`src/rtl/assert_macros.svh`:
```
// Assertion macros for the hash set RTL, used by the back end.
`ifndef ASSERT_MACROS_SVH
`define ASSERT_MACROS_SVH

`ifndef SYNTH

`define CHS_ASSERT(lbl, prop, msg) \
   lbl: assert property (@(posedge clock) disable iff (reset) prop) else $error(msg);

`define CHS_ASSERT_NEVER(lbl, cond, msg) \
   lbl: assert property (@(posedge clock) disable iff (reset) !(cond)) else $error(msg);

`else

`define CHS_ASSERT(lbl, prop, msg)

`define CHS_ASSERT_NEVER(lbl, cond, msg)

`endif

`endif

```
`src/rtl/chs_pkg.sv`:
```
// Constants, types and state encodings of the chained hash set.
package chs_pkg;

   localparam int MAX_BUCKETS   = 64;
   localparam int POOL_NODES    = 256;
   localparam int KEY_W         = 16;
   localparam int CNT_W         = 7;
   localparam int BUCKET_W      = $clog2(MAX_BUCKETS);
   localparam int EFF_W         = BUCKET_W + 1;
   localparam int NODE_W        = $clog2(POOL_NODES);
   localparam int LINK_W        = $clog2(POOL_NODES + 1);
   localparam int DIV_RADIX     = 2;
   localparam int DIV_STEPS     = KEY_W / DIV_RADIX;
   localparam int STEP_W        = $clog2(DIV_STEPS);
   localparam int QUEUE_DEPTH   = 2;
   localparam int QPTR_W        = $clog2(QUEUE_DEPTH);
   localparam int QCNT_W        = $clog2(QUEUE_DEPTH + 1);
   localparam int CSR_ADDR_W    = 3;
   localparam int CSR_DATA_W    = 32;
   localparam int CSR_IDX_W     = CSR_ADDR_W - 2;

   localparam logic [CNT_W-1:0]     RESET_BUCKETS    = CNT_W'(25);
   localparam logic [LINK_W-1:0]    EMPTY_LINK       = LINK_W'(POOL_NODES);
   localparam logic [CSR_IDX_W-1:0] REG_BUCKET_COUNT = CSR_IDX_W'(0);

   localparam logic FUNC_INSERT = 1'b0;
   localparam logic FUNC_SEARCH = 1'b1;
   localparam logic STATUS_OK   = 1'b0;
   localparam logic STATUS_FULL = 1'b1;

   typedef struct packed {
      logic                func;
      logic [KEY_W-1:0]    key;
      logic [BUCKET_W-1:0] bucket;
   } chs_op_type;

   typedef enum logic [1:0] {
      FR_IDLE,
      FR_DIV,
      FR_PUSH
   } front_state_type;

   typedef enum logic [2:0] {
      BK_IDLE,
      BK_HEAD,
      BK_DECIDE,
      BK_NODE,
      BK_CMP
   } back_state_type;

endpackage

```
`src/rtl/chs_queue.sv`:
```
// Short queue of classified operations between the front and back ends.
module chs_queue import chs_pkg::*; (
   input  logic       clock,
   input  logic       reset,
   input  chs_op_type wr_op,
   input  logic       wr_valid,
   output logic       wr_ready,
   output chs_op_type rd_op,
   output logic       rd_valid,
   input  logic       rd_ready
);

   chs_op_type         entry_ff [QUEUE_DEPTH];
   logic [QPTR_W-1:0]  wr_ptr_ff, wr_ptr_in;
   logic [QPTR_W-1:0]  rd_ptr_ff, rd_ptr_in;
   logic [QCNT_W-1:0]  count_ff, count_in;
   logic               do_wr;
   logic               do_rd;

   assign wr_ready = (count_ff != QCNT_W'(QUEUE_DEPTH));
   assign rd_valid = (count_ff != '0);
   assign rd_op    = entry_ff[rd_ptr_ff];
   assign do_wr    = wr_valid && wr_ready;
   assign do_rd    = rd_valid && rd_ready;

   always_comb begin
      wr_ptr_in = wr_ptr_ff;
      rd_ptr_in = rd_ptr_ff;
      count_in  = count_ff;
      if (do_wr) begin
         wr_ptr_in = (wr_ptr_ff == QPTR_W'(QUEUE_DEPTH - 1)) ? '0 : wr_ptr_ff + QPTR_W'(1);
      end
      if (do_rd) begin
         rd_ptr_in = (rd_ptr_ff == QPTR_W'(QUEUE_DEPTH - 1)) ? '0 : rd_ptr_ff + QPTR_W'(1);
      end
      case ({do_wr, do_rd})
         2'b10:   count_in = count_ff + QCNT_W'(1);
         2'b01:   count_in = count_ff - QCNT_W'(1);
         default: count_in = count_ff;
      endcase
   end

   always_ff @(posedge clock) begin
      if (reset) begin
         wr_ptr_ff <= '0;
         rd_ptr_ff <= '0;
         count_ff  <= '0;
      end else begin
         wr_ptr_ff <= wr_ptr_in;
         rd_ptr_ff <= rd_ptr_in;
         count_ff  <= count_in;
      end
   end

   always_ff @(posedge clock) begin
      if (do_wr) begin
         entry_ff[wr_ptr_ff] <= wr_op;
      end
   end

endmodule

```
`config.mk`:
```
export PLATFORM = sky130hd
export DESIGN_NAME = chs_queue
export DESIGN_NICKNAME = d
export VERILOG_FILES = /design/src/rtl/assert_macros.svh /design/src/rtl/chs_pkg.sv /design/src/rtl/chs_queue.sv
export SDC_FILE = /design/constraint.sdc
export NUM_CORES = 1
export LEC_CHECK = 0
export ABC_AREA = 1
export BUFFER_PORTS_ARGS = -buffer_cell sky130_fd_sc_hd__buf_2
export CORE_MARGIN = 2
export CORE_UTILIZATION = 40
export CTS_CLUSTER_DIAMETER = 200
export DETAILED_ROUTE_END_ITERATION = 8
export RECOVER_POWER = 50
export SETUP_SLACK_MARGIN = 0.15
export SLEW_MARGIN = 20
export SYNTH_ARGS = -nofsm -noshare
export SYNTH_HDL_FRONTEND = slang
export SYNTH_SLANG_ARGS = --single-unit
```
`constraint.sdc`:
```
create_clock -name clock -period 4.2 [get_ports clock]
set_clock_uncertainty 0.1 [all_clocks]
set_input_delay 0.42 -clock clock [delete_from_list [all_inputs] [get_ports clock]]
set_output_delay 0.42 -clock clock [all_outputs]
set_load 0.01 [all_outputs]
```
==> flow_metrics.py <==
metrics = {
    "final_layout": {
        "synthToLayoutAreaGrowth_pct": 20.77,
        "fin_nets": 193,
        "antennaDiodeCount": 0,
        "drive_above_1_share_pct": 42.17,
        "stdcell_count": 220,
        "nFillCells": 411,
    },
    "logic_synthesis": {
        "yosysTopAreaCellShare_pct": 72.35,
        "synth.area.top_cells": "edfxtp_1, mux2_2, dfxtp_1, nor2_1, inv_1",
        "syn_avg_cell_area_sq_um": 17.52,
        "yosysTopAreaCell": "edfxtp_1",
        "synthesis.nets": 137,
        "ys_seq_area_share_pct": 77.59,
        "yosys_warnings": 0,
        "ys_ff_latch": 51,
        "syn_inst": 109,
        "ys_types": 14,
        "syn_area_sq_um": 1909,
    },
    "sta": {
        "finalCritPeriodShare_pct": 65.54,
        "min_period_ns": 2.753,
        "rsz0062_at_grt": "no",
        "worstMarginPinSlew_ns": 1.993,
        "setup_ws_ns": 1.447,
        "fmax_ghz": 0.3633,
        "slew_viol_final": 24,
        "fin_tns_setup_ns": 0,
        "worst_hold_slack_ns": 0.2132,
        "hold_viol_final": 0,
        "relSlewSlack_pct": -33.35,
        "finalSetupViolations": 0,
    },
    "pwr": {
        "power.density_nw_per_um2": 527.0,
        "finalPower_uw": 1215,
        "p_leak_uw": 0.0008598,
        "peakVddDrop_uv": 304.9,
    },
    "clocking": {
        "clk_pin_slew_worst_paths_ns": 0.09,
        "postCtsHoldBufs": 0,
        "htree_num_levels": 2,
        "cts_num_sinks": 51,
        "cts_setup_buffers": 0,
        "ctsResizeCount": 0,
        "root_buffer": "clkbuf_8",
        "clock_latency_ns": 0.29,
        "clock_path_buffers": 2,
        "cts_made_buffers": 5,
        "cts_tree": "built",
    },
    "place": {
        "io_buffers": 51,
        "dp_cells": 212,
        "preCtsSetupSlack_ns": 2.083,
        "dp_hpwl_um": 2032,
        "gp_congestion": 0.6585,
    },
    "hold_path": {
        "hp-class": "input pin to register",
        "hold_depth": 1,
    },
    "drt": {
        "dr_total_vias": 1052,
        "drt-wirelength-per-cell_um": 13.85,
        "dr.pass1.iters": 4,
        "viasPerCell": 4.782,
        "drt-total-wl_um": 3048,
        "drtIter0Drc": 76,
        "antenna_left": 0,
        "post-route-drc-count": 0,
    },
    "run": {
        "cap_viol_max_count": 1,
    },
    "die": {
        "ioPinCount": 52,
        "start_util_pct": 40.97,
        "num_rows": 25,
        "core-area_sq_um": 4661,
        "die_h_um": 73.09,
        "die_area_sq_um": 5342,
        "die_width_um": 73.09,
    },
    "outcome": {
        "violations": "max-capacitance violations, max-slew violations",
        "status": "complete, but fails checks",
    },
    "global_routing": {
        "grt_pass1_wl_um": 4892,
        "antenna_found_initial": 0,
        "overflow": 0,
        "grt.total_usage_pct": 12.21,
        "grt_pass1_vias": 1128,
        "grt_start_max_net_pins": 24,
    },
    "worst_setup_path": {
        "cp-end-kind": "register",
        "worstPathMaxFanout": 23,
        "reg2reg_depth": 4,
        "cp.required_ns": 3.98,
        "cp-start-kind": "register",
        "worstSetupPathType": "register to register",
        "cp.arrival_ns": 2.53,
    },
}
path summary, 6_finish.rpt:
kind | start | endpoint | slack, ns
min | wr_op[17] | entry_ff[0][17]$_DFFE_PP_ | 0.21
max reg2reg | count_ff[0]$_SDFFE_PP0P_ | entry_ff[1][9]$_DFFE_PP_ | 1.45
max | count_ff[0]$_SDFFE_PP0P_ | entry_ff[1][9]$_DFFE_PP_ | 1.45
min reg2reg | rd_ptr_ff$_SDFFE_PP0P_ | rd_ptr_ff$_SDFFE_PP0P_ | 0.41
layer usage:
metal	wire length [um]	share of wire (%)	vias up	track usage, %
met5	0	0	-	0
met1	1284	42	508	13.74
met3	172	5.6	4	4.006
li1	-	-	508	-
met2	1561	51	32	21.22
met4	29	0.95	0	4.938
synthesized netlist by cell type, drive strengths merged:
master and n:
ha 1, edfxtp 46, inv 8, a21oi 2
nand4 1, dfxtp 5, nor2 10, mux2 23
buf 2, o21ai 3, nand2 8
metrics by stage:
step                      instance area [sq um]  utilization [%]
after global placement                     2215            47.52
after detailed placement                   2225            47.73
after floorplan                            1909                -
after CTS                                  2332            50.04
after global routing                       2306            49.48
final                                      2306            49.48
where the power goes:
group | internal, uW | switching [uW]
clock | 174 | 147
combinational | 111 | 125
sequential | 622 | 35.7
layout by cell type (no fill, tap or decap), drive strengths merged:
cell type / netlist / final
clkbuf: 0 / 18
a21oi: 2 / 2
bufinv: 0 / 1
nand2: 8 / 8
mux2: 23 / 23
dfxtp: 5 / 5
buf: 2 / 38
inv: 8 / 8
clkinv: 0 / 2
o21ai: 3 / 3
edfxtp: 46 / 46
nand4: 1 / 1
nor2: 10 / 10
ha: 1 / 1
layout make-up:
cell class                      instances  area, sq um  area share, %
Clock buffer                            5        68.82          2.984
Clock inverter                          3        38.79          1.682
Inverter                                8        30.03          1.302
Multi-Input combinational cell         48        380.4          16.49
Sequential cell                        51         1483          64.30
Tap cell                               54        67.56          2.930
Timing Repair Buffer                   51        237.7          10.31
worst max-delay path, stage by stage, from the launching register on:
cell and delay, ns:
dfxtp_1 0.37, inv_1 0.11, nand2_1 0.11, nand2_1 0.14, nor2_1 1.50
sequential cells by signal, summed over array words and instances, names as in the netlist, named ones only:
name,flops
rd_ptr_ff,1
entry_ff,46
wr_ptr_ff,1
count_ff,2
logic make-up (layout without fill, tap and decap cells):
family                   after synthesis  count (layout)  synth area share (%)
AO/OA/AOI/OAI                          5               5                 1.310
adder cells (fa/ha/maj)                1               1                0.6552
buffers and inverters                 10              67                 2.752
flip-flops                            51              51                 77.59
multiplexers                          23              23                 13.56
AND/OR/NAND/NOR                       19              19                 4.129
Power figures use the tool's default switching activity.
