## src/rtl/assert_macros.svh

```systemverilog
// Assertion macros for the hash set RTL, used by the back end.
`ifndef ASSERT_MACROS_SVH
`define ASSERT_MACROS_SVH

`ifndef SYNTH

`define CHS_ASSERT(lbl, prop, msg) \
   lbl: assert property (@(posedge clock) disable iff (reset) prop) else $error(msg);

`define CHS_ASSERT_NEVER(lbl, cond, msg) \
   lbl: assert property (@(posedge clock) disable iff (reset) !(cond)) else $error(msg);

`else

`define CHS_ASSERT(lbl, prop, msg)

`define CHS_ASSERT_NEVER(lbl, cond, msg)

`endif

`endif

```

## src/rtl/chs_pkg.sv

```systemverilog
// Constants, types and state encodings of the chained hash set.
package chs_pkg;

   localparam int MAX_BUCKETS   = 64;
   localparam int POOL_NODES    = 256;
   localparam int KEY_W         = 16;
   localparam int CNT_W         = 7;
   localparam int BUCKET_W      = $clog2(MAX_BUCKETS);
   localparam int EFF_W         = BUCKET_W + 1;
   localparam int NODE_W        = $clog2(POOL_NODES);
   localparam int LINK_W        = $clog2(POOL_NODES + 1);
   localparam int DIV_RADIX     = 2;
   localparam int DIV_STEPS     = KEY_W / DIV_RADIX;
   localparam int STEP_W        = $clog2(DIV_STEPS);
   localparam int QUEUE_DEPTH   = 2;
   localparam int QPTR_W        = $clog2(QUEUE_DEPTH);
   localparam int QCNT_W        = $clog2(QUEUE_DEPTH + 1);
   localparam int CSR_ADDR_W    = 3;
   localparam int CSR_DATA_W    = 32;
   localparam int CSR_IDX_W     = CSR_ADDR_W - 2;

   localparam logic [CNT_W-1:0]     RESET_BUCKETS    = CNT_W'(25);
   localparam logic [LINK_W-1:0]    EMPTY_LINK       = LINK_W'(POOL_NODES);
   localparam logic [CSR_IDX_W-1:0] REG_BUCKET_COUNT = CSR_IDX_W'(0);

   localparam logic FUNC_INSERT = 1'b0;
   localparam logic FUNC_SEARCH = 1'b1;
   localparam logic STATUS_OK   = 1'b0;
   localparam logic STATUS_FULL = 1'b1;

   typedef struct packed {
      logic                func;
      logic [KEY_W-1:0]    key;
      logic [BUCKET_W-1:0] bucket;
   } chs_op_type;

   typedef enum logic [1:0] {
      FR_IDLE,
      FR_DIV,
      FR_PUSH
   } front_state_type;

   typedef enum logic [2:0] {
      BK_IDLE,
      BK_HEAD,
      BK_DECIDE,
      BK_NODE,
      BK_CMP
   } back_state_type;

endpackage

```

## src/rtl/chs_front.sv

```systemverilog
// Front end: accepts transactions and works out the bucket of each key.
module chs_front import chs_pkg::*; (
   input  logic             clock,
   input  logic             reset,
   input  logic [CNT_W-1:0] bucket_count,
   input  logic             req_valid,
   output logic             req_ready,
   input  logic             req_func,
   input  logic [KEY_W-1:0] req_key,
   output chs_op_type       push_op,
   output logic             push_valid,
   input  logic             push_ready
);

   function automatic logic [EFF_W-1:0] eff_buckets(input logic [CNT_W-1:0] bc);
      if (bc == '0) begin
         return EFF_W'(1);
      end
      if (int'(bc) > MAX_BUCKETS) begin
         return EFF_W'(MAX_BUCKETS);
      end
      return EFF_W'(bc);
   endfunction

   function automatic logic [BUCKET_W-1:0] mod_step(input logic [BUCKET_W-1:0] rem,
                                                    input logic [DIV_RADIX-1:0] bits,
                                                    input logic [EFF_W-1:0]     eff);
      logic [EFF_W-1:0]    t;
      logic [BUCKET_W-1:0] r;
      r = rem;
      for (int i = DIV_RADIX - 1; i >= 0; i--) begin
         t = {r, bits[i]};
         if (t >= eff) begin
            t = t - eff;
         end
         r = t[BUCKET_W-1:0];
      end
      return r;
   endfunction

   front_state_type     state_ff, state_in;
   logic                func_ff, func_in;
   logic [KEY_W-1:0]    key_ff, key_in;
   logic [KEY_W-1:0]    sh_ff, sh_in;
   logic [BUCKET_W-1:0] rem_ff, rem_in;
   logic [STEP_W-1:0]   step_ff, step_in;
   logic [EFF_W-1:0]    eff;

   assign eff = eff_buckets(bucket_count);

   always_ff @(posedge clock) begin
      if (reset) begin
         state_ff <= FR_IDLE;
      end else begin
         state_ff <= state_in;
      end
   end

   always_ff @(posedge clock) begin
      func_ff <= func_in;
      key_ff  <= key_in;
      sh_ff   <= sh_in;
      rem_ff  <= rem_in;
      step_ff <= step_in;
   end

   always_comb begin
      state_in   = state_ff;
      func_in    = func_ff;
      key_in     = key_ff;
      sh_in      = sh_ff;
      rem_in     = rem_ff;
      step_in    = step_ff;
      req_ready  = 1'b0;
      push_valid = 1'b0;
      case (state_ff)
         FR_IDLE: begin
            req_ready = 1'b1;
            if (req_valid) begin
               func_in  = req_func;
               key_in   = req_key;
               sh_in    = req_key;
               rem_in   = '0;
               step_in  = '0;
               state_in = FR_DIV;
            end
         end
         FR_DIV: begin
            rem_in  = mod_step(rem_ff, sh_ff[KEY_W-1 -: DIV_RADIX], eff);
            sh_in   = sh_ff << DIV_RADIX;
            step_in = step_ff + STEP_W'(1);
            if (step_ff == STEP_W'(DIV_STEPS - 1)) begin
               state_in = FR_PUSH;
            end
         end
         FR_PUSH: begin
            push_valid = 1'b1;
            if (push_ready) begin
               state_in = FR_IDLE;
            end
         end
         default: begin
            state_in = FR_IDLE;
         end
      endcase
   end

   assign push_op = '{func: func_ff, key: key_ff, bucket: rem_ff};

endmodule

```

## config.mk

```make
export PLATFORM = sky130hd
export DESIGN_NAME = chs_front
export DESIGN_NICKNAME = d
export VERILOG_FILES = /design/src/rtl/assert_macros.svh /design/src/rtl/chs_pkg.sv /design/src/rtl/chs_front.sv
export SDC_FILE = /design/constraint.sdc
export NUM_CORES = 1
export LEC_CHECK = 0
export ABC_AREA = 1
export ABC_CLOCK_PERIOD_IN_PS = 5500
export BUFFER_PORTS_ARGS = -buffer_cell sky130_fd_sc_hd__buf_2
export CAP_MARGIN = 30
export CORE_MARGIN = 2
export CORE_UTILIZATION = 40
export DETAILED_ROUTE_END_ITERATION = 10
export PLACE_DENSITY = 0.64
export SYNTH_ARGS = -nofsm -noshare
export SYNTH_HDL_FRONTEND = slang
export SYNTH_SLANG_ARGS = --single-unit
export TNS_END_PERCENT = 100
```

## constraint.sdc

```tcl
create_clock -name clock -period 5.5 [get_ports clock]
set_input_delay 0.275 -clock clock [delete_from_list [all_inputs] [get_ports clock]]
set_output_delay 0.275 -clock clock [all_outputs]
set_load 0.01 [all_outputs]
```

==> results.txt, run 1 <==
CP max FO = 9
Clock tree root buffer cell = clkbuf_8
Die height = 83.1 um
FF+latch count, synth = 44
Final setup vio count = 0
DP Area = 2860 um2
Remaining DRCs = 0
Fillers = 569
Worst VDD drop = 0.193 mV
Final hold violation count = 0
Vias in the first global route = 1795
Cell area after synthesis = 2500 um2
Largest area contributor in the netlist = edfxtp_1
Clock transition at path regs = 0.09 ns
Largest net degree at the start of global routing = 24
Async set-reset flop share out of synthesis = 0%
Final Wtd Congestion = 0.828
Seq/Total Area, Yosys = 52.1%
Final worst path period share = 57.7%
Worst hold slack = 0.147 ns
Core ar. = 5990 um2
Total die area = 6900 um2
PostCTS Resize Cnt = 0
Status = finished clean
Initial Util = 41.7%
Crit path time final = 3.17 ns
Largest cells by area after synthesis = edfxtp_1, nand2_1, ha_1, inv_1, nand3_1
Synth Flop Type = edfxtp_1
Sinks on Clock Net = 44
Crit Path Class = in -> reg
Antenna violations before repair = 0
P_leak = 1.47 nW
Synth Instances = 267
Share of the synthesized area in the top cell type = 50.5%
# hold bufs at CTS = 0
Post-CTS Setup Bufs = 0
Initial DRT Pass Iterations = 4
Avg Inst Size Synth = 9.36 um2
Fin Clk Skew = 0.00694 ns
WL per Instance = 11.8 um
Area of the multi-input gates = 1030 um2
Worst Hold Class = in -> reg
Die Width = 83.1 um
Post-DP HPWL = 3630 um
Ports = 53
Vias = 1863
Syn-to-layout area delta = 17.8%
CTS Buf Count = 5
Commonest cells post-synth = nand2_1, edfxtp_1, inv_1, nand3_1, ha_1
Post-synth net total = 313
Max Slew Vio Count = 0
Reg area = 1300 um2
Port Buffers = 52
Most frequent cell after synthesis = nand2_1
Max-Cap Viols = 0
CP Capture Type = flop
Number of distinct library cells after synthesis = 30
ANT cells = 0
Drt initial violations = 103
Clk_lat worst skew = 0.29 ns
Clock Path Buffers = 2
CTS tree = done
Number of flops mapped to enable cells by yosys = 42
Row cnt = 28
Worst-Margin Slew = 0.670 ns
First-pass GRT wire length = 8070 um
H-tree Lvls = 2
Crit path launch type = input port
Ys Warns = 0
P per Cell Area = 459 nW/um2
Fin area = 2950 um2
Layout Nets = 369
Gr ovfl total = 0
Setup tns final = 0 ns
Wire length reported by the detailed router = 4720 um
Crit path DAT = 3.24 ns
Unrepaired setup endpoints after global routing = false
Tot GR Track Use = 14.4%
Vias per inst = 4.67
Worst Slack Setup Final = 2.33 ns
Pre-CTS setup slack = 2.00 ns
Post-DRT Antenna Nets = 0
Max transition margin = 55.3%
Layout cells sized above 1 = 25.3%
Maximum clock frequency = 315 MHz
Critical path required time = 5.57 ns
-- power by group --
part	switching, mW	internal [mW]	total (mW)
sequential	0.0242	0.429	0.453
clock	0.110	0.0886	0.199
combinational	0.431	0.270	0.701
-- final timing paths --
| check | startpoint | end | slack [ns] | depth (start not counted) |
|---|---|---|---|---|
| worst max-delay path | bucket_count[2] | rem_ff[3] | 2.33 | 20 |
| worst min-delay path | req_func | func_ff | 0.15 | 1 |
| worst max register to register | rem_ff[1] | rem_ff[3] | 2.61 | 15 |
| worst min register to register | sh_ff[13] | sh_ff[15] | 0.52 | 2 |
-- metrics by stage --
stage | util (%) | instances | power [mW]
finish | 49.2 | 399 | 1.35
detailed placement | 47.7 | 391 | 1.17
floorplan | - | 267 | 1.01
CTS | 49.2 | 399 | 1.37
global route | 49.2 | 399 | 1.49
global placement | 47.2 | 390 | 1.15
-- cell families (layout without fill, tap and decap cells) --
logic type	Yosys count	after routing	synth area share, %
fa+ha+maj	18	18	9.61
buf+inv	41	98	6.66
compound gates	15	15	3.40
simple gates	146	146	27.2
xor+xnor	3	3	1.05
flops	44	44	52.1
-- registers in the layout (all words and copies together) (netlist names) --
name and cells:
func_ff 1, sh_ff 16, state_ff 2, rem_ff 6, key_ff 16, step_ff 3
-- layer usage --
| metal | up-vias | GRT usage (%) | routed length [um] |
|---|---|---|---|
| li1 | 979 | - | - |
| met1 | 827 | 19.5 | 2190 |
| met2 | 53 | 23.2 | 2190 |
| met3 | 4 | 3.88 | 311 |
| met4 | 0 | 3.58 | 27 |
| met5 | - | 0 | 0 |
-- cells in the final DEF, fill, tap and decap left out, types with 3 or more instances in the layout --
master / count
nor2_2: 3
nand3_2: 3
edfxtp_1: 42
nand2_2: 4
nand3_1: 17
nor2_1: 14
buf_2: 52
inv_1: 34
clkbuf_8: 5
ha_1: 16
nand3b_1: 4
nand2_1: 93
a21oi_1: 10
-- critical path: stages --
cell and delay (ns):
buf_2 0.10, nor4_1 0.27, nand2_1 0.10, nand2_1 0.16, nand2_1 0.14, ha_1 0.40
a21oi_2 0.22, nand3_2 0.10, nand2_4 0.13, nand2_8 0.09, nand2_2 0.07, nand2_1 0.07
ha_1 0.33, or2_1 0.26, nand3_2 0.11, nand3_4 0.12, inv_2 0.11, nand3_1 0.08
nand2_1 0.07, inv_1 0.04
-- area by class of cell --
cell class              instances  area share [%]
flip-flops and latches         44            44.2
clock inverters                 3           0.637
repair buffers                 54            10.0
multi-input cells             182            35.0
clock buffers                   5            2.34
well taps                      75            3.19
inverters                      36            4.59
Power figures use the tool's default switching activity.
==> inputs of run 2 (changes only) <==
--- a/config.mk
+++ b/config.mk
@@ -6,7 +6,7 @@
 export NUM_CORES = 1
 export LEC_CHECK = 0
 export ABC_AREA = 1
-export ABC_CLOCK_PERIOD_IN_PS = 5500
+export ABC_CLOCK_PERIOD_IN_PS = 3000
 export BUFFER_PORTS_ARGS = -buffer_cell sky130_fd_sc_hd__buf_2
 export CAP_MARGIN = 30
 export CORE_MARGIN = 2
==> constraint.sdc (replaced) <==
create_clock -name clock -period 3 [get_ports clock]
set_input_delay 0.15 -clock clock [delete_from_list [all_inputs] [get_ports clock]]
set_output_delay 0.15 -clock clock [all_outputs]
set_load 0.01 [all_outputs]
==> run 2 against run 1 <==
Worst hold slack got worse by 0.12 ns. Critical path type unchanged. Combinational power grew 140%. Total power increased by 120%. Critical endpoint is now rem_ff[5]. Sequential power is 87% higher. First-iteration DRC count fell by 40%. Clock power grew 120%.
==> results.txt, run 2 (synthesized netlist as in run 1, its figures left out) <==
Status = finished clean
Vias in the first global route = 1909
Clock Path Buffers = 2
Clock tree root buffer cell = clkbuf_8
Vias = 1983
Top flop regs = key_ff: 16 flops, sh_ff: 16 flops, rem_ff: 6 flops
CTS Buf Count = 5
Max incr delay on CP = 0.26 ns
Crit Path Class = in -> reg
Worst-Margin Slew = 0.679 ns
Gr ovfl total = 0
Most common cell after layout, fill and taps aside = nand2_1
Final Power = 2.99 mW
Layout cells sized above 1 = 36.7%
CP max FO = 6
Initial Util = 41.7%
Clk_lat worst skew = 0.29 ns
Crit path time final = 2.89 ns
Final hold violation count = 0
Port Buffers = 52
Post-DRT Antenna Nets = 0
Cell family with most CP delay = simple AND/OR/NAND/NOR gates
Most frequent cells in the layout = nand2_1, buf_2, edfxtp_1
Tot GR Track Use = 14.9%
WL per Instance = 12.4 um
Maximum clock frequency = 346 MHz
Die height = 83.1 um
CP Cell Sequence = buf_2 > nor4_2 > nand2_1 > nand2_2 > buf_4 > nand2_2 > ha_4 > nand2_1 > nand2_1 > inv_2 > nor2_4 > nor2_4 > buf_4 > nand3_1 > nand2_1 > ha_1 > or2_4 > nand3_2 > nand3_4 > buf_4 > nor2_2 > nor2_2
Layout Nets = 394
# hold bufs at CTS = 0
Met1 usage = 18.7%
Clock transition at path regs = 0.08 ns
Crit path DAT = 2.95 ns
Area of the multi-input gates = 1180 um2
Initial DRT Pass Iterations = 4
Worst VDD drop = 0.512 mV
Crit path launch type = input port
Max transition margin = 54.7%
Drt initial violations = 62
Post-DP HPWL = 3750 um
Sinks on Clock Net = 44
P per Cell Area = 910 nW/um2
CTS tree = done
Unrepaired setup endpoints after global routing = true
Largest net degree at the start of global routing = 24
First-pass GRT wire length = 8360 um
Top Usage Layer GRT = met2
Max-Cap Viols = 0
GR met3 Demand/Resource = 3.48%
Die Width = 83.1 um
P_leak = 1.59 nW
Syn-to-layout area delta = 31.3%
GR Util met2 = 25.1%
Worst Hold Class = in -> reg
CP max stage cell = nor4_2
Wire length reported by the detailed router = 5260 um
Ports = 53
Final Wtd Congestion = 0.812
Antenna violations before repair = 0
CP most frequent cell = nand2_1
Remaining DRCs = 0
Final worst path period share = 96.3%
ANT cells = 0
Max Slew Vio Count = 0
Row cnt = 28
Final setup vio count = 0
CP Capture Type = flop
Fin Clk Skew = 0.00517 ns
Core ar. = 5990 um2
H-tree Lvls = 2
Reg area = 1300 um2
Vias per inst = 4.68
CP Buf/Inv Count = 5
Total die area = 6900 um2
Setup tns final = 0 ns
Fillers = 540
Critical path required time = 3.06 ns
run 2: cell types whose count changed in the layout (fill, tap and decap cells not counted), moves of 2 or more:
cell,before,now
ha_4,0,6
clkinv_2,2,0
buf_4,1,26
nor2_4,1,3
nand2_2,4,10
ha_1,16,9
nand3_2,3,6
nand2_1,93,87
nor2_1,14,12
nand3_1,17,15
run 2: worst register-to-register path, delay by kind of cell (launching register included):
kind	cells	cell delay (ns)
buffers and inverters	3	0.38
flip-flops	1	0.49
AND/OR/NAND/NOR	11	1.15
adder cells (fa/ha/maj)	2	0.55
run 2: what timing repair did:
action,CTS,global route
resized for setup,0,27
endpoints found under the setup margin,0,6
buffers inserted,0,3
run 2: power by group:
| part | switching [mW] | internal, mW |
|---|---|---|
| clock | 0.195 | 0.247 |
| sequential | 0.0589 | 0.788 |
| combinational | 0.953 | 0.744 |
| total | 1.21 | 1.78 |
run 2: area by class of cell:
cell class              count  area share, %
clock inverters             3           1.30
clock buffers               5           2.10
inverters                  36           4.19
multi-input cells         183           36.0
well taps                  75           2.86
repair buffers             78           13.9
flip-flops and latches     44           39.6
run 2: stage by stage:
step                cells  worst slack (ns)  hold slack (ns)  instance area, um2  util, %
global route          424            -0.104           0.0161                3280     54.8
floorplan             267            0.0987            0.219                2500        -
global placement      412            -0.179            0.329                3000     50.0
finish                424             0.111           0.0261                3280     54.8
detailed placement    412            -0.281            0.328                3000     50.0
CTS                   420            0.0348           0.0136                3110     51.9
run 2: metal layers:
metal / vias up / share of wire, % / routed length, um
li1: 1030 / - / -
met1: 904 / 44 / 2320
met2: 43 / 50 / 2650
met3: 6 / 4.4 / 230
met4: 0 / 1.0 / 53
met5: - / 0 / 0
run 2: worst paths after layout:
path / start / endpoint / slack [ns] / cells past startpoint
worst min-delay path: reset / state_ff[1] / 0.03 / 2
worst max-delay path: bucket_count[5] / rem_ff[5] / 0.11 / 22
worst min register to register: sh_ff[10] / sh_ff[12] / 0.52 / 2
worst max register to register: rem_ff[3] / rem_ff[5] / 0.20 / 16
==> inputs of run 3 (changes only) <==
--- a/config.mk
+++ b/config.mk
@@ -5,7 +5,6 @@
 export SDC_FILE = /design/constraint.sdc
 export NUM_CORES = 1
 export LEC_CHECK = 0
-export ABC_AREA = 1
 export ABC_CLOCK_PERIOD_IN_PS = 3000
 export BUFFER_PORTS_ARGS = -buffer_cell sky130_fd_sc_hd__buf_2
 export CAP_MARGIN = 30
==> run 3 against run 2 <==
The flow now finishes with violations (setup timing). Worst hold slack worse by 0.0012 ns. Die area decreased by 4.8%. Via count down 4.3%. Critical path depth decreased by 10. Largest power group unchanged.
==> results.txt, run 3 <==
Max-Cap Viols = 0
Final Wtd Congestion = 0.898
Die Width = 81.1 um
Cells on Worst Hold Path = 2
Sw Pwr = 1.38 mW
Final hold violation count = 0
Largest cells by area after synthesis = edfxtp_1, nand2_1, ha_1, a21oi_1, inv_1
Post-DRT Antenna Nets = 0
Async set-reset flop share out of synthesis = 0%
Register share of total power = 23.4%
Number of distinct library cells after synthesis = 40
Critical path required time = 3.12 ns
Avg Inst Size Synth = 11.1 um2
Number of flops mapped to enable cells by yosys = 42
Crit path launch type = flop
Cell total after placement = 368
Layout Nets = 356
CP Buf/Inv Count = 1
Hold Startpoint = reset
Gr ovfl total = 0
Ys Warns = 0
Final worst path period share = 100%
Top flop regs = key_ff: 16 flops, sh_ff: 16 flops, rem_ff: 6 flops
P_leak = 1.49 nW
Commonest cells post-synth = nand2_1, edfxtp_1, ha_1, a21oi_1, inv_1
Clock Path Buffers = 2
Max Slew Vio Count = 0
Most frequent cell after synthesis = nand2_1
Die height = 81.1 um
Worst r2r src = rem_ff[1]
Reg2reg path depth = 12
Crit Path Class = reg -> reg
Largest area contributor in the netlist = edfxtp_1
Remaining DRCs = 0
Maximum clock frequency = 333 MHz
Share of the synthesized area in the top cell type = 53.1%
Unrepaired setup endpoints after global routing = true
Initial DRT Pass Iterations = 4
Vias in the first global route = 1726
Total die area = 6570 um2
Row cnt = 28
Failing checks = setup timing
Non-Filler Instances = 386
Setup tns final = -0.00392 ns
Status = finished with violations
CTS tree = done
Ports = 53
Antenna violations before repair = 0
Cell area after synthesis = 2370 um2
Sinks on Clock Net = 44
Max transition margin = 31.0%
Syn-to-layout area delta = 43.0%
Final Power = 3.63 mW
Pint = 2.25 mW
Cell family with most CP delay = compound AO/OA/AOI/OAI gates
Worst hold endpoint = state_ff[0]
Largest net degree at the start of global routing = 25
R2R Setup Slk = -0.004 ns
CP max FO = 6
Crit path time final = 3.00 ns
CP most frequent cell = a21oi_4
CP max stage cell = edfxtp_1
Synth Instances = 214
Fin Clk Skew = 0.00356 ns
Clk_lat worst skew = 0.29 ns
Clock tree root buffer cell = clkbuf_8
Clock transition at path regs = 0.08 ns
WL per Instance = 14.2 um
Vias per inst = 4.91
ANT cells = 0
Crit path DAT = 3.12 ns
Final core utilization = 58.4%
Synth Flop Type = edfxtp_1
First-pass GRT wire length = 8050 um
Final setup vio count = 1
Vias = 1897
Fillers = 523
Most frequent cells in the layout = nand2_1, buf_2, edfxtp_1
Worst VDD drop = 0.629 mV
CP Cell Sequence = ha_4 > a21oi_4 > o21ai_4 > a21oi_4 > mux2i_1 > inv_1 > fa_1 > a21o_1 > a21oi_2 > xnor2_1 > nand3_1 > o2bb2ai_1
FF+latch count, synth = 44
Post-DP HPWL = 3740 um
Layout cells sized above 1 = 46.6%
Post-synth net total = 260
Max incr delay on CP = 0.44 ns
H-tree Lvls = 2
Net Sw Frac = 38.0%
P per Cell Area = 1070 nW/um2
Initial Util = 40.8%
Port Buffers = 52
Worst Hold Class = in -> reg
Wire length reported by the detailed router = 5470 um
CP Capture Type = flop
Drt initial violations = 107
Worst-Margin Slew = 1.03 ns
CTS Buf Count = 5
Seq/Total Area, Yosys = 54.8%
Tot GR Track Use = 16.1%
Core ar. = 5820 um2
Worst Slack Setup Final = -0.00392 ns
Comb pwr share = 64.8%
Clock power share = 11.9%
RR Endpoint = rem_ff[4]
[run 3: power groups by stage]
| stage | clock, mW | combinational [mW] | sequential [mW] |
|---|---|---|---|
| final | 0.431 | 2.35 | 0.848 |
| after CTS | 0.443 | 1.79 | 0.842 |
| after floorplan | 0 | 1.04 | 0.875 |
| after global placement | 0 | 1.61 | 0.857 |
| after global routing | 0.463 | 2.54 | 0.857 |
| after detailed placement | 0 | 1.63 | 0.857 |
[run 3: per-stage QoR]
step,cell area [um2],setup WS (ns),hold slack [ns]
after global routing,3400,-0.144,0.0225
after CTS,3150,0.00878,0.0157
final,3400,-0.00392,0.0249
after detailed placement,2980,-0.319,0.326
after floorplan,2410,0.0926,0.219
after global placement,2980,-0.214,0.324
[run 3: layout make-up]
type | instances | area, um2 | share of cell area (%)
well taps | 75 | 93.8 | 2.76
clock inverters | 3 | 37.5 | 1.11
clock buffers | 5 | 68.8 | 2.03
inverters | 12 | 45.0 | 1.33
repair buffers | 94 | 587 | 17.3
flip-flops and latches | 44 | 1300 | 38.3
multi-input cells | 153 | 1260 | 37.2
[run 3: worst max-delay path by stage]
| stage | start | endpoint | slack, ns | cells past startpoint |
|---|---|---|---|---|
| after floorplan | bucket_count[1] | rem_ff[5] | 0.09 | 14 |
| after global placement | bucket_count[4] | rem_ff[2] | -0.21 | 15 |
| after detailed placement | bucket_count[1] | rem_ff[5] | -0.32 | 15 |
| after CTS | sh_ff[15] | rem_ff[5] | 0.009 | 12 |
| after global routing | sh_ff[15] | rem_ff[4] | -0.14 | 13 |
| final | rem_ff[1] | rem_ff[4] | -0.004 | 12 |
[run 3: cells by family after synthesis]
| group | count (synthesis) | synth area share (%) |
|---|---|---|
| DFF | 44 | 54.8 |
| and+or+nand+nor | 87 | 15.9 |
| AOI/OAI and AO/OA | 38 | 11.7 |
| xor gates and xnor gates | 5 | 1.84 |
| buffers and inverters | 17 | 2.90 |
| muxes | 5 | 2.74 |
| adders and majority gates | 18 | 10.1 |
[run 3: what timing repair did]
item,CTS,global route
endpoints found under the setup margin,6,6
pin swaps,3,16
buffers inserted,1,9
hold buffers,0,0
resized for setup,11,33
gates cloned,0,0
[run 3: worst register-to-register path, cell delays in order, from the launching register on]
cell	delay [ns]
edfxtp_1	0.44
ha_4	0.26
a21oi_4	0.16
o21ai_4	0.09
a21oi_4	0.27
mux2i_1	0.30
inv_1	0.14
fa_1	0.43
a21o_1	0.23
a21oi_2	0.16
xnor2_1	0.13
nand3_1	0.10
o2bb2ai_1	0.14
[run 3: routing by layer]
metal / global-route usage, % / share of wire, %
met1: 22.0 / 44
met2: 25.9 / 51
met3: 3.33 / 3.9
met4: 5.08 / 1.2
met5: 0 / 0
